[src/rtl/kpd_pkg.sv]
// shared types and constants for the keypad debounce and autorepeat block
package kpd_pkg;

    localparam int MATRIX_W = 16;
    localparam int KEY_W    = 8;
    localparam int CFG_W    = 8;
    localparam int CFG_IDX_W = 1;

    typedef logic [MATRIX_W-1:0] t_matrix;
    typedef logic [KEY_W-1:0]    t_key;

    // configuration register indexes
    localparam logic [CFG_IDX_W-1:0] REG_HOLD_TICKS   = 1'b0;
    localparam logic [CFG_IDX_W-1:0] REG_REPEAT_TICKS = 1'b1;

    // configuration reset values
    localparam logic [CFG_W-1:0] HOLD_TICKS_RST   = 8'd10;
    localparam logic [CFG_W-1:0] REPEAT_TICKS_RST = 8'd1;

    typedef struct packed {
        logic [CFG_W-1:0] hold_ticks;
        logic [CFG_W-1:0] repeat_ticks;
    } t_cfg;

endpackage

[src/rtl/kpd_encode.sv]
// priority encoder from the 4x4 key matrix to a row/column one-hot code
module kpd_encode (
    input  kpd_pkg::t_matrix i_matrix,
    output kpd_pkg::t_key    o_key
);
    import kpd_pkg::*;

    t_key key;

    // scan from the lowest bit up so the bottom row, rightmost column wins
    always_comb begin
        key = '0;
        for (int b = 0; b < MATRIX_W; b++) begin
            if (i_matrix[b]) begin
                key = '0;
                key[4 + b/4] = 1'b1;
                key[b%4]     = 1'b1;
            end
        end
    end

    assign o_key = key;

endmodule

[src/rtl/kpd_qualify.sv]
// four-phase debounce and autorepeat qualifier
module kpd_qualify (
    input  logic          i_clk,
    input  logic          i_rst_n,
    input  logic          i_advance,
    input  kpd_pkg::t_key i_key,
    input  kpd_pkg::t_cfg i_cfg,
    output kpd_pkg::t_key o_emit
);
    import kpd_pkg::*;

    localparam logic [1:0] PH_IDLE      = 2'd0;
    localparam logic [1:0] PH_CANDIDATE = 2'd1;
    localparam logic [1:0] PH_CONFIRMED = 2'd2;
    localparam logic [1:0] PH_REPEAT    = 2'd3;

    logic [1:0]       r_phase, n_phase;
    logic [CFG_W-1:0] r_count, n_count;
    t_key             r_last,  n_last;
    t_key             emit;
    logic [CFG_W-1:0] count_inc;
    logic             same;

    assign count_inc = r_count + 1'b1;
    assign same      = (i_key == r_last);

    always_comb begin
        n_phase = r_phase;
        n_count = r_count;
        n_last  = r_last;
        emit    = '0;
        unique case (r_phase)
            PH_IDLE: begin
                if (i_key != '0) begin
                    n_last  = i_key;
                    n_phase = PH_CANDIDATE;
                end
            end
            PH_CANDIDATE: begin
                if (same) begin
                    n_phase = PH_CONFIRMED;
                    n_count = '0;
                end else begin
                    n_phase = PH_IDLE;
                end
            end
            PH_CONFIRMED: begin
                if (!same) begin
                    n_phase = PH_IDLE;
                    emit    = r_last;
                end else if (count_inc >= i_cfg.hold_ticks) begin
                    n_phase = PH_REPEAT;
                    n_count = '0;
                    emit    = r_last;
                end else begin
                    n_count = count_inc;
                end
            end
            PH_REPEAT: begin
                if (!same) begin
                    n_phase = PH_IDLE;
                end else if (count_inc >= i_cfg.repeat_ticks) begin
                    n_count = '0;
                    emit    = r_last;
                end else begin
                    n_count = count_inc;
                end
            end
            default: begin
                n_phase = PH_IDLE;
            end
        endcase
    end

    always_ff @(posedge i_clk) begin
        if (!i_rst_n) begin
            r_phase <= PH_IDLE;
            r_count <= '0;
            r_last  <= '0;
        end else if (i_advance) begin
            r_phase <= n_phase;
            r_count <= n_count;
            r_last  <= n_last;
        end
    end

    assign o_emit = emit;

endmodule

[src/rtl/keypad_debounce_autorepeat.sv]
// top level: keypad scan debounce with hold and autorepeat emit
//
// channel   direction  handshake            payload
// input     in         i_valid / o_ready    i_key_matrix (16 bit snapshot)
// output    out        o_valid / i_ready    o_key_code   (8 bit, 0 = no key)
// config    in         i_cfg_we             i_cfg_idx, i_cfg_data
//
// one word per clock in steady state while the output is not stalled; a word
// taken into the input register moves to the result register when that is free
// or draining, so o_valid rises with that move; encode and phase update lie in between
// every scan word yields exactly one result word, zero when nothing is emitted
// reset (synchronous, active low) clears phase, counter, key and both valids,
// and loads hold_ticks = 10, repeat_ticks = 1
// a stalled output holds its word while the input register still takes one
module keypad_debounce_autorepeat (
    input  logic                               i_clk,
    input  logic                               i_rst_n,
    // scan input
    input  logic                               i_valid,
    output logic                               o_ready,
    input  kpd_pkg::t_matrix                   i_key_matrix,
    // qualified key output
    output logic                               o_valid,
    input  logic                               i_ready,
    output kpd_pkg::t_key                      o_key_code,
    // configuration writes
    input  logic                               i_cfg_we,
    input  logic [kpd_pkg::CFG_IDX_W-1:0]      i_cfg_idx,
    input  logic [kpd_pkg::CFG_W-1:0]          i_cfg_data
);
    import kpd_pkg::*;

    // configuration registers
    t_cfg    r_cfg;

    // input register
    logic    r_in_valid;
    t_matrix r_matrix;

    // result register
    logic    r_out_valid;
    t_key    r_key_code;

    logic    advance;
    t_key    enc_key;
    t_key    emit;

    // the stored word moves on when the result register is free or draining
    assign advance = r_in_valid && (!r_out_valid || i_ready);
    assign o_ready = !r_in_valid || advance;

    always_ff @(posedge i_clk) begin
        if (!i_rst_n) begin
            r_cfg.hold_ticks   <= HOLD_TICKS_RST;
            r_cfg.repeat_ticks <= REPEAT_TICKS_RST;
        end else if (i_cfg_we) begin
            unique case (i_cfg_idx)
                REG_HOLD_TICKS:   r_cfg.hold_ticks   <= i_cfg_data;
                REG_REPEAT_TICKS: r_cfg.repeat_ticks <= i_cfg_data;
                default: begin
                end
            endcase
        end
    end

    // input stage: capture the scan word
    always_ff @(posedge i_clk) begin
        if (!i_rst_n) begin
            r_in_valid <= 1'b0;
        end else if (o_ready) begin
            r_in_valid <= i_valid;
        end
    end

    always_ff @(posedge i_clk) begin
        if (o_ready && i_valid) begin
            r_matrix <= i_key_matrix;
        end
    end

    kpd_encode u_encode (
        .i_matrix (r_matrix),
        .o_key    (enc_key)
    );

    // phase state only moves when a word goes to the result register
    kpd_qualify u_qualify (
        .i_clk     (i_clk),
        .i_rst_n   (i_rst_n),
        .i_advance (advance),
        .i_key     (enc_key),
        .i_cfg     (r_cfg),
        .o_emit    (emit)
    );

    // result stage
    always_ff @(posedge i_clk) begin
        if (!i_rst_n) begin
            r_out_valid <= 1'b0;
        end else if (advance) begin
            r_out_valid <= 1'b1;
        end else if (i_ready) begin
            r_out_valid <= 1'b0;
        end
    end

    always_ff @(posedge i_clk) begin
        if (advance) begin
            r_key_code <= emit;
        end
    end

    assign o_valid    = r_out_valid;
    assign o_key_code = r_key_code;

endmodule

[config.mk]
export PLATFORM = sky130hd
export DESIGN_NAME = keypad_debounce_autorepeat
export DESIGN_NICKNAME = d
export VERILOG_FILES = /design/src/rtl/kpd_pkg.sv /design/src/rtl/kpd_encode.sv /design/src/rtl/kpd_qualify.sv /design/src/rtl/keypad_debounce_autorepeat.sv
export SDC_FILE = /design/constraint.sdc
export NUM_CORES = 1
export LEC_CHECK = 0
export BUFFER_PORTS_ARGS = -buffer_cell sky130_fd_sc_hd__buf_2
export CAP_MARGIN = 20
export CORE_UTILIZATION = 52
export DETAILED_ROUTE_END_ITERATION = 10
export HOLD_SLACK_MARGIN = 0.08
export PLACE_DENSITY = 0.87
export SLEW_MARGIN = 20
export SYNTH_ARGS = -nofsm -noshare
export SYNTH_HDL_FRONTEND = slang
export SYNTH_SLANG_ARGS = --single-unit
[constraint.sdc]
create_clock -name i_clk -period 3 [get_ports i_clk]
set_input_delay 0.3 -clock i_clk [delete_from_list [all_inputs] [get_ports i_clk]]
set_output_delay 0.3 -clock i_clk [all_outputs]
set_load 0.02 [all_outputs]
Yosys cells after proc, flatten, opt, wreduce, memory -nomap -nowiden --
Cells that the tools add are included.
Storage, ports and cells: word-level logic and storage cells 73, bits in registers 60, output and inout bits 10, input bits 30
Operators by class: reduce and logical (&&, ||, !) cells 15, multiplexer cells 35, $add $sub $neg 1, magnitude comparators 2, eq/ne operators 10, bitwise logic cells 1
Operators by type and width (count):
- $mux W8 | 13
- $mux W7 | 4
- $mux W6 | 4
- $pmux W8 S3 | 1
- $mux W5 | 4
- $ge A8 B8 Y1 | 2
- $pmux W8 S2 | 1
- $mux W2 | 5
- $add A8 B1 Y8 const B | 1
- $eq A8 B8 Y1 | 1
- $ne A2 B1 Y1 const B | 4
- $pmux W2 S4 | 1
- $reduce_bool A8 Y1 | 1
- $reduce_and A5 Y1 | 1
- $eq A2 B2 Y1 const B | 2
- $reduce_and A2 Y1 | 2
- $reduce_and A4 Y1 | 1
- $ne A3 B3 Y1 const B | 1
- $reduce_and A3 Y1 | 1
- $reduce_bool A3 Y1 | 1
- $eq A2 B1 Y1 const B | 1
- $logic_and A1 B1 Y1 | 2
- $logic_not A1 Y1 | 2
- $logic_not A2 Y1 | 1
- 5 further kinds | 7

Logic depth before layout (Yosys ltp) --
Gate-level depths: netlist of the first run.
depth after elaboration 19, depth in mapped cells 13, mapped depth without buffers 13

Modules after synthesis --
A second synthesis of the first run with hierarchy kept.
Unflattened totals: cell total of the unflattened synthesis 298, area, all modules 3155.5 sq um
Modules (own cells, without submodules):
- kpd_qualify | area each 1483.9 sq um, seq. area each 360.3 sq um, cells each 163, instances 1
- keypad_debounce_autorepeat | area each 1431.4 sq um, seq. area each 1081.0 sq um, cells each 99, instances 1
- kpd_encode | area each 240.2 sq um, seq. area each 0.0 sq um, cells each 36, instances 1

Worst setup path before layout of the first run --
No wires, ideal clock.
path kind reg2reg, from register u_qualify.r_count[2], to register r_key_code[0], in the netlist o_key_code[0] (data pin), setup slack 29 ps, required time 2745 ps, period minus slack after synthesis 2971 ps, arrival 2716 ps, stages on the path, launching flop included 12, buffers on the path 0, library setup time 255 ps, cells stage by stage dfxtp_1 -> nand3_1 -> inv_1 -> nand3_1 -> xnor2_1 -> ha_1 -> a2111oi_0 -> nand2_1 -> o22ai_1 -> or4b_1 -> a32o_1 -> and2_1
Between the ends: word-level cells in the longest chain between the ends 5, elaborated cells between the ends (all ways) 8, classes of those cells add/sub: 1; order compare: 2; mux: 5
RTL lines:
- from (decl) | RTL line kpd_qualify.sv:18 | logic [CFG_W-1:0] r_count, n_count;
- from (signal assigned) | RTL line kpd_qualify.sv:82 | r_count <= n_count;
- $add A8 B1 Y8 (*) | RTL line kpd_qualify.sv:24 | assign count_inc = r_count + 1'b1;
- $ge A8 B8 Y1 (on tied branches) | RTL line kpd_qualify.sv:62, kpd_qualify.sv:51
- $mux W8 (on tied branches) | RTL line kpd_qualify.sv:62, kpd_qualify.sv:51
- $mux W8 (on tied branches) | RTL line kpd_qualify.sv:60, kpd_qualify.sv:48
- $pmux W8 S2 (*) | RTL line kpd_qualify.sv:32 | unique case (r_phase)
- net emit[0] | RTL line keypad_debounce_autorepeat.sv:46 | t_key emit;
- to (signal assigned) | RTL line keypad_debounce_autorepeat.sv:109 | r_key_code <= emit;
- to (decl) | RTL line keypad_debounce_autorepeat.sv:42 | t_key r_key_code;
Mark *: on every way through the listed nets, which the timed path passes. The rest lies on a longest branch. A chain may end at the register's enable or synchronous reset.

Final worst setup path of the first run --
from register r_matrix[15], to register r_key_code[3], in the netlist o_key_code[3] (data pin)
Between the ends: word-level cells in the longest chain between the ends 4, elaborated cells between the ends (all ways) 5, classes of those cells eq/ne: 1; mux: 4
RTL lines:
- from (decl) | RTL line keypad_debounce_autorepeat.sv:38 | t_matrix r_matrix;
- from (signal assigned) | RTL line keypad_debounce_autorepeat.sv:77 | r_matrix <= i_key_matrix;
- $mux W8 (*) | RTL line kpd_encode.sv:14 | if (i_matrix[b]) begin
- $eq A8 B8 Y1 (*) | RTL line kpd_qualify.sv:25 | assign same = (i_key == r_last);
- $mux W8 (on tied branches) | RTL line kpd_qualify.sv:60, kpd_qualify.sv:48
- $pmux W8 S2 (*) | RTL line kpd_qualify.sv:32
- net emit[3] | RTL line keypad_debounce_autorepeat.sv:46
Marked as above.

==> results.ini, run 1 <==
[floorplanning]
coreArea_um2 = 5640
die_area_um2 = 6340
fp.dieW_um = 79.6
start_util_pct = 55.6
rows = 27
die_y_um = 79.6
io_pins = 40

[run]
maxCapViolCount = 0

[sta]
final_max_slew_viol_count = 0
fmax_mhz = 344
hold_violations = 0
slew_headroom_pct = 54.5
rsz0062_at_grt = true
min_period_ns = 2.91
final.setup_skew_ns = 0.00792
worst_pin_slew_ns = 0.681
fin_crit_sh_pct = 97.0
finalSetupViolCount = 0

[global_routing]
antenna_found_initial = 0
grt_max_degree = 35
grtUsageTotal_pct = 22.2
grt.overflow.total = 0
grt_pass1_wl_mm = 10.7
grt_pass1_vias = 2453

[routing]
wirelength_mm = 6.81
vias_per_cell = 5.79
wire_per_inst_um = 14.3
via_count = 2749
drt_first_pass_iters = 4
drc = 0
antenna_left = 0
drtIter0Drc = 190

[clocking]
cts_made_buffers = 9
cts_tree = done
clk_latency_ns = 0.34
htree_levels = 3
cts.sinks = 60
cts_hold_buf = 0
cts_max_path_buffers = 2
clk_pin_slew_worst_paths_ns = 0.06
cts-root-buf = clkbuf_8

[synthesis]
synthArstFlopShare_pct = 0
syn_nets = 374
postSynthCellCount = 327
yosys_register_bits = 60
synth_cell_type_count = 51
yosysTopAreaCell = dfxtp_1
yosys-top-cells-area = dfxtp_1 (23%), edfxtp_1 (23%), ha_1 (6.8%), nand2_1 (4.4%), a21boi_0 (3.4%)
synthTopCellsByCount = nand2_1 (37), dfxtp_1 (36), edfxtp_1 (24)
yosysWarnings = 0
synth_flop_cell = dfxtp_1
netlist_area_um2 = 3130
synth_edf_count = 24
syn_area_per_cell_um2 = 9.58
ys_seq_area_share_pct = 46.0
yosysTopAreaCellShare_pct = 23.0
synth.most_common_cell = nand2_1

[setup_path]
cp_top_family = simple AND/OR/NAND/NOR gates
r2r-start = r_matrix[15]
path_max_fanout = 8
crit_chain = or4_1 > nor2_1 > nand3_1 > a2111o_1 > or4b_1 > a32o_2 > and2_1
worstPathArrival_ns = 3.01
crit_slowest_cell = or4_1
crit_path_start = r_matrix[15]
r2r_slack_ns = 0.09
required_ns = 3.10
slowest_delay_ns = 0.63
cp-end-kind = register
r2r-end = o_key_code[3]
start_kind = register
crit_end = o_key_code[3]
path_class = reg2reg
crit_buf_inv = 0
cp.depth = 7
rr_worst_depth = 7

[layout]
nNetsFinal = 445
design_area_um2 = 3950
fin_cells = 475
drive_gt1_share_pct = 27.5
insertedDiodeCount = 0
syn_to_final_growth_pct = 25.9

[power_and_ir_drop]
leakagePower_uw = 0.00158
ir_worst_vdd_uv = 357
p_per_area_nw_per_um2 = 481

[placed_design]
dp_hpwl_mm = 4.64
gp_congestion = 0.870
dpl_cell_area_um2 = 3570
dp_cells = 453
port_buffers = 39

[min_path]
whs_path_depth = 1
hold_path.class = in2reg

[outcome]
outcome = finished, final reports clean

## cell usage in the layout (no fill, tap or decap), types with 4 or more instances in the layout
master	synthesis	layout
a21boi_0	14	14
ha_1	17	16
dfxtp_1	36	33
xor2_1	4	4
a221o_1	4	4
and2_1	12	12
nor2_1	14	14
nor3_1	13	12
and3_1	4	4
inv_1	18	18
nand3_1	17	15
o21a_1	5	5
edfxtp_1	24	24
o21ai_0	9	9
o211ai_1	5	5
a21oi_1	17	17
buf_2	1	39
nand2_1	37	37
clkbuf_8	0	12
buf_4	0	31
nor2b_1	12	12
## worst min path at each step
stage                     from           to  slack (ns)
4_1_cts        i_key_matrix[4]  r_matrix[4]        0.12
3_5_place_dp         r_cfg[10]    r_cfg[10]        0.46
3_3_place_gp         r_cfg[13]    r_cfg[13]        0.45
2_1_floorplan  i_key_matrix[0]  r_matrix[0]        0.40
6_report       i_key_matrix[0]  r_matrix[0]        0.13
5_1_grt        i_key_matrix[0]  r_matrix[0]        0.12
## flip-flops by register name, indices dropped and copies added (netlist names)
signal,count
r_matrix,16
u_qualify.r_last,8
u_qualify.r_phase,2
o_valid,1
r_cfg,16
r_in_valid,1
o_key_code,8
u_qualify.r_count,8
## per-stage QoR
step           setup WS, ns  power, µW  utilization (%)  TNS [ns]  hold slack [ns]
6_report             0.0905       1900             69.9         0            0.128
5_1_grt             -0.0332       1970             69.9    -0.101            0.115
4_1_cts             0.00378       1890             67.6         0            0.118
3_5_place_dp        -0.0407       1090             63.3    -0.233            0.460
3_3_place_gp         0.0858       1080             63.3         0            0.453
2_1_floorplan        0.0293       1020                -         0            0.399
## repair_timing
action / CTS / global route
pin swaps: 0 / 9
resized for setup: 4 / 16
endpoints found under the setup margin: 8 / 13
setup buffers: 0 / 6
## where the power goes
part,total (µW),switching (µW),internal [µW]
Sequential,909,26.1,883
Combinational,174,97.8,76.5
Clock,813,311,502
## cells by family after synthesis
family,count (synthesis),synth area share (%)
AND/OR/NAND/NOR,139,24.4
AO/OA/AOI/OAI,70,15.5
flip-flops,60,46.0
buffers and inverters,28,3.39
adder cells (fa/ha/maj),17,6.79
XOR/XNOR,8,2.24
multiplexers,5,1.68
## final cells by class
cell class	instances	area, µm²
Clock inverter	2	37.5
Timing Repair Buffer	70	428
Tap cell	72	90.1
Clock buffer	14	194
Fill cell	398	1700
Inverter	18	67.6
Multi-Input combinational cell	239	1680
Sequential cell	60	1450
## layer usage
layer  GRT usage [%]  up-vias  share of wire [%]
li1                -     1337                  -
met1            29.0     1306                 46
met2            34.6       88                 47
met3            5.94       18                5.4
met4            9.09        0                2.0
met5               0        -                  0
Note: power is estimated with default switching activity, not from simulation.
==> run 2: changes to the inputs <==
PLACE_DENSITY = 0.84   (was 0.87)
clock period = 2.75 ns   (was 3 ns; I/O delays follow)
==> results.ini, run 2 (synthesis gave the netlist of run 1 again) <==
[outcome]
outcome = finished, violations left
violations = negative setup slack

[layout]
drive_gt1_share_pct = 34.9  ; +7.4 points
mostFrequentLayoutCell = buf_4
insertedDiodeCount = 0  ; unchanged
final_cell_mix = buf_4 (50), buf_2 (39), nand2_1 (37)
nNetsFinal = 466  ; +4.7%
syn_to_final_growth_pct = 32.9
reg_top3 = r_cfg: 16 flops, r_matrix: 16 flops

[run]
maxCapViolCount = 0  ; unchanged

[power_and_ir_drop]
swShare_pct = 25.1  ; +2.2 points
clkPwrFrac_pct = 38.4  ; -4.5 points
p_switching_uw = 494  ; +14%
ir_worst_vdd_uv = 394  ; +10%
p_per_area_nw_per_um2 = 472  ; -1.8%
power_frac_comb_pct = 11.0  ; +1.8 points
p_seq_share_pct = 50.6  ; +2.7 points
p_int_uw = 1470  ; +0.62%
leakagePower_uw = 0.00166  ; +5.1%

[setup_path]
rr_worst_depth = 9  ; +2
crit_chain = buf_4 > buf_4 > or4_1 > o21a_1 > o22ai_1 > o2111ai_1 > or4b_1 > a32o_2 > and2_1
r2r_slack_ns = -0.17  ; -0.26 ns
cp-end-kind = register
cp.depth = 9  ; +2
worstPathArrival_ns = 3.02  ; about the same
r2r-end = o_key_code[6]
start_kind = register
path_max_fanout = 8  ; unchanged
cp_top_family = simple AND/OR/NAND/NOR gates
r2r-start = r_matrix[11]
crit_slowest_cell = or4_1
slowest_delay_ns = 0.51  ; -0.12 ns
crit_buf_inv = 2  ; +2
required_ns = 2.85  ; -0.25 ns
path_class = reg2reg
cp_common_cell = buf_4

[clocking]
cts_tree = done
clk_pin_slew_worst_paths_ns = 0.07  ; about the same
cts_max_path_buffers = 2  ; unchanged
cts.sinks = 60  ; unchanged
htree_levels = 3  ; unchanged
cts_hold_buf = 0  ; unchanged
cts_made_buffers = 9  ; unchanged
cts-root-buf = clkbuf_8
clk_latency_ns = 0.35  ; about the same

[routing]
drt_first_pass_iters = 5  ; +1
wire_per_inst_um = 15.7  ; +9.3%
wirelength_mm = 7.77  ; +14%
via_count = 2846  ; +3.5%
drc = 0  ; unchanged
drtIter0Drc = 163  ; -14%
antenna_left = 0  ; unchanged
vias_per_cell = 5.74  ; -0.85%

[floorplanning]
coreArea_um2 = 5640  ; unchanged
rows = 27  ; unchanged
start_util_pct = 55.6  ; unchanged
die_area_um2 = 6340  ; unchanged
die_y_um = 79.6  ; unchanged
fp.dieW_um = 79.6  ; unchanged
io_pins = 40  ; unchanged

[sta]
rsz0062_at_grt = true
worst_slack_ns = -0.171  ; -0.261 ns
slew_headroom_pct = 55.2  ; +0.73 points
worst_pin_slew_ns = 0.670  ; -0.0110 ns
hold_violations = 0  ; unchanged
final_max_slew_viol_count = 0  ; unchanged
finalSetupViolCount = 8  ; +8
timing.hold.ws_ns = 0.100  ; -0.0277 ns
tns_ns = -1.32  ; -1.32 ns
final.setup_skew_ns = 0.0150  ; +0.00711 ns
fin_crit_sh_pct = 106  ; +9.2 points
fmax_mhz = 342  ; -0.39%
min_period_ns = 2.92  ; +0.0113 ns

[min_path]
whs_path_depth = 1  ; unchanged
hold_path.class = in2reg
holdCritStartpoint = i_key_matrix[7]
hold_path_end = r_matrix[7]

[global_routing]
grt_pass1_vias = 2589  ; +5.5%
antenna_found_initial = 0  ; unchanged
grt.overflow.total = 0  ; unchanged
grt_max_degree = 35  ; unchanged
grtUsageTotal_pct = 24.9  ; +2.7 points
grt_pass1_wl_mm = 11.9  ; +11%

[placed_design]
port_buffers = 39  ; unchanged
gp_congestion = 0.868  ; -0.29%
dp_hpwl_mm = 5.02  ; +8.3%

==> run 2: cell types whose count changed in the layout (fill, tap and decap cells not counted), sizes merged <==
cell / delta
clkbuf: -4
buf: +21
clkinv: +4
==> run 2: worst reg2reg max path: stages (launching register included) <==
cell and delay [ns]:
edfxtp_1 0.44, buf_4 0.18, buf_4 0.14, or4_1 0.51, o21a_1 0.13, o22ai_1 0.17
o2111ai_1 0.17, or4b_1 0.49, a32o_2 0.27, and2_1 0.17
==> run 2: worst max path at each step <==
stage | to | startpoint
4_1_cts | o_key_code[0] | r_matrix[11]
5_1_grt | o_key_code[3] | r_matrix[11]
6_report | o_key_code[6] | r_matrix[11]
2_1_floorplan | o_key_code[0] | r_matrix[15]
3_5_place_dp | o_key_code[6] | u_qualify.r_count[1]
3_3_place_gp | o_key_code[7] | r_matrix[4]
==> run 2: metrics by stage <==
| step | std cells | instance area (µm²) | power [µW] | utilization [%] | worst slack (ns) |
|---|---|---|---|---|---|
| after global routing | 496 | 4160 | 2030 | 73.8 | -0.258 |
| after global placement | 473 | 3760 | 1190 | 66.7 | -0.110 |
| after detailed placement | 473 | 3760 | 1200 | 66.7 | -0.151 |
| after floorplan | 327 | 3190 | 1120 | - | -0.0725 |
| after CTS | 495 | 4040 | 1950 | 71.5 | -0.0831 |
| final | 496 | 4160 | 1960 | 73.8 | -0.171 |
==> run 2: layout make-up <==
cell class              count  area (µm²)
multi-input cells         239        1790
fillers                   368        1480
flip-flops and latches     60        1450
repair buffers             91         593
clock buffers              10         128
well taps                  72        90.1
inverters                  18        67.6
clock inverters             6        55.1
==> run 2: timing repair <==
item                                    in CTS  in global routing
endpoints found under the setup margin      15                 16
pin swaps                                   11                  3
buffers inserted                             6                  2
resized for setup                           10                 26
==> run 2: layer usage <==
metal	part of all wire (%)	GRT usage [%]	up-vias
met2	48	39.9	111
li1	-	-	1373
met5	0	0	-
met4	3.7	12.4	0
met1	44	32.9	1335
met3	4.8	3.31	27
==> run 2: power groups by stage <==
stage / clock [µW] / sequential (µW) / combinational [µW]
floorplan: 0 / 1020 / 105
global placement: 0 / 1010 / 186
detailed placement: 0 / 1010 / 193
CTS: 752 / 993 / 203
global route: 800 / 999 / 234
finish: 754 / 995 / 216
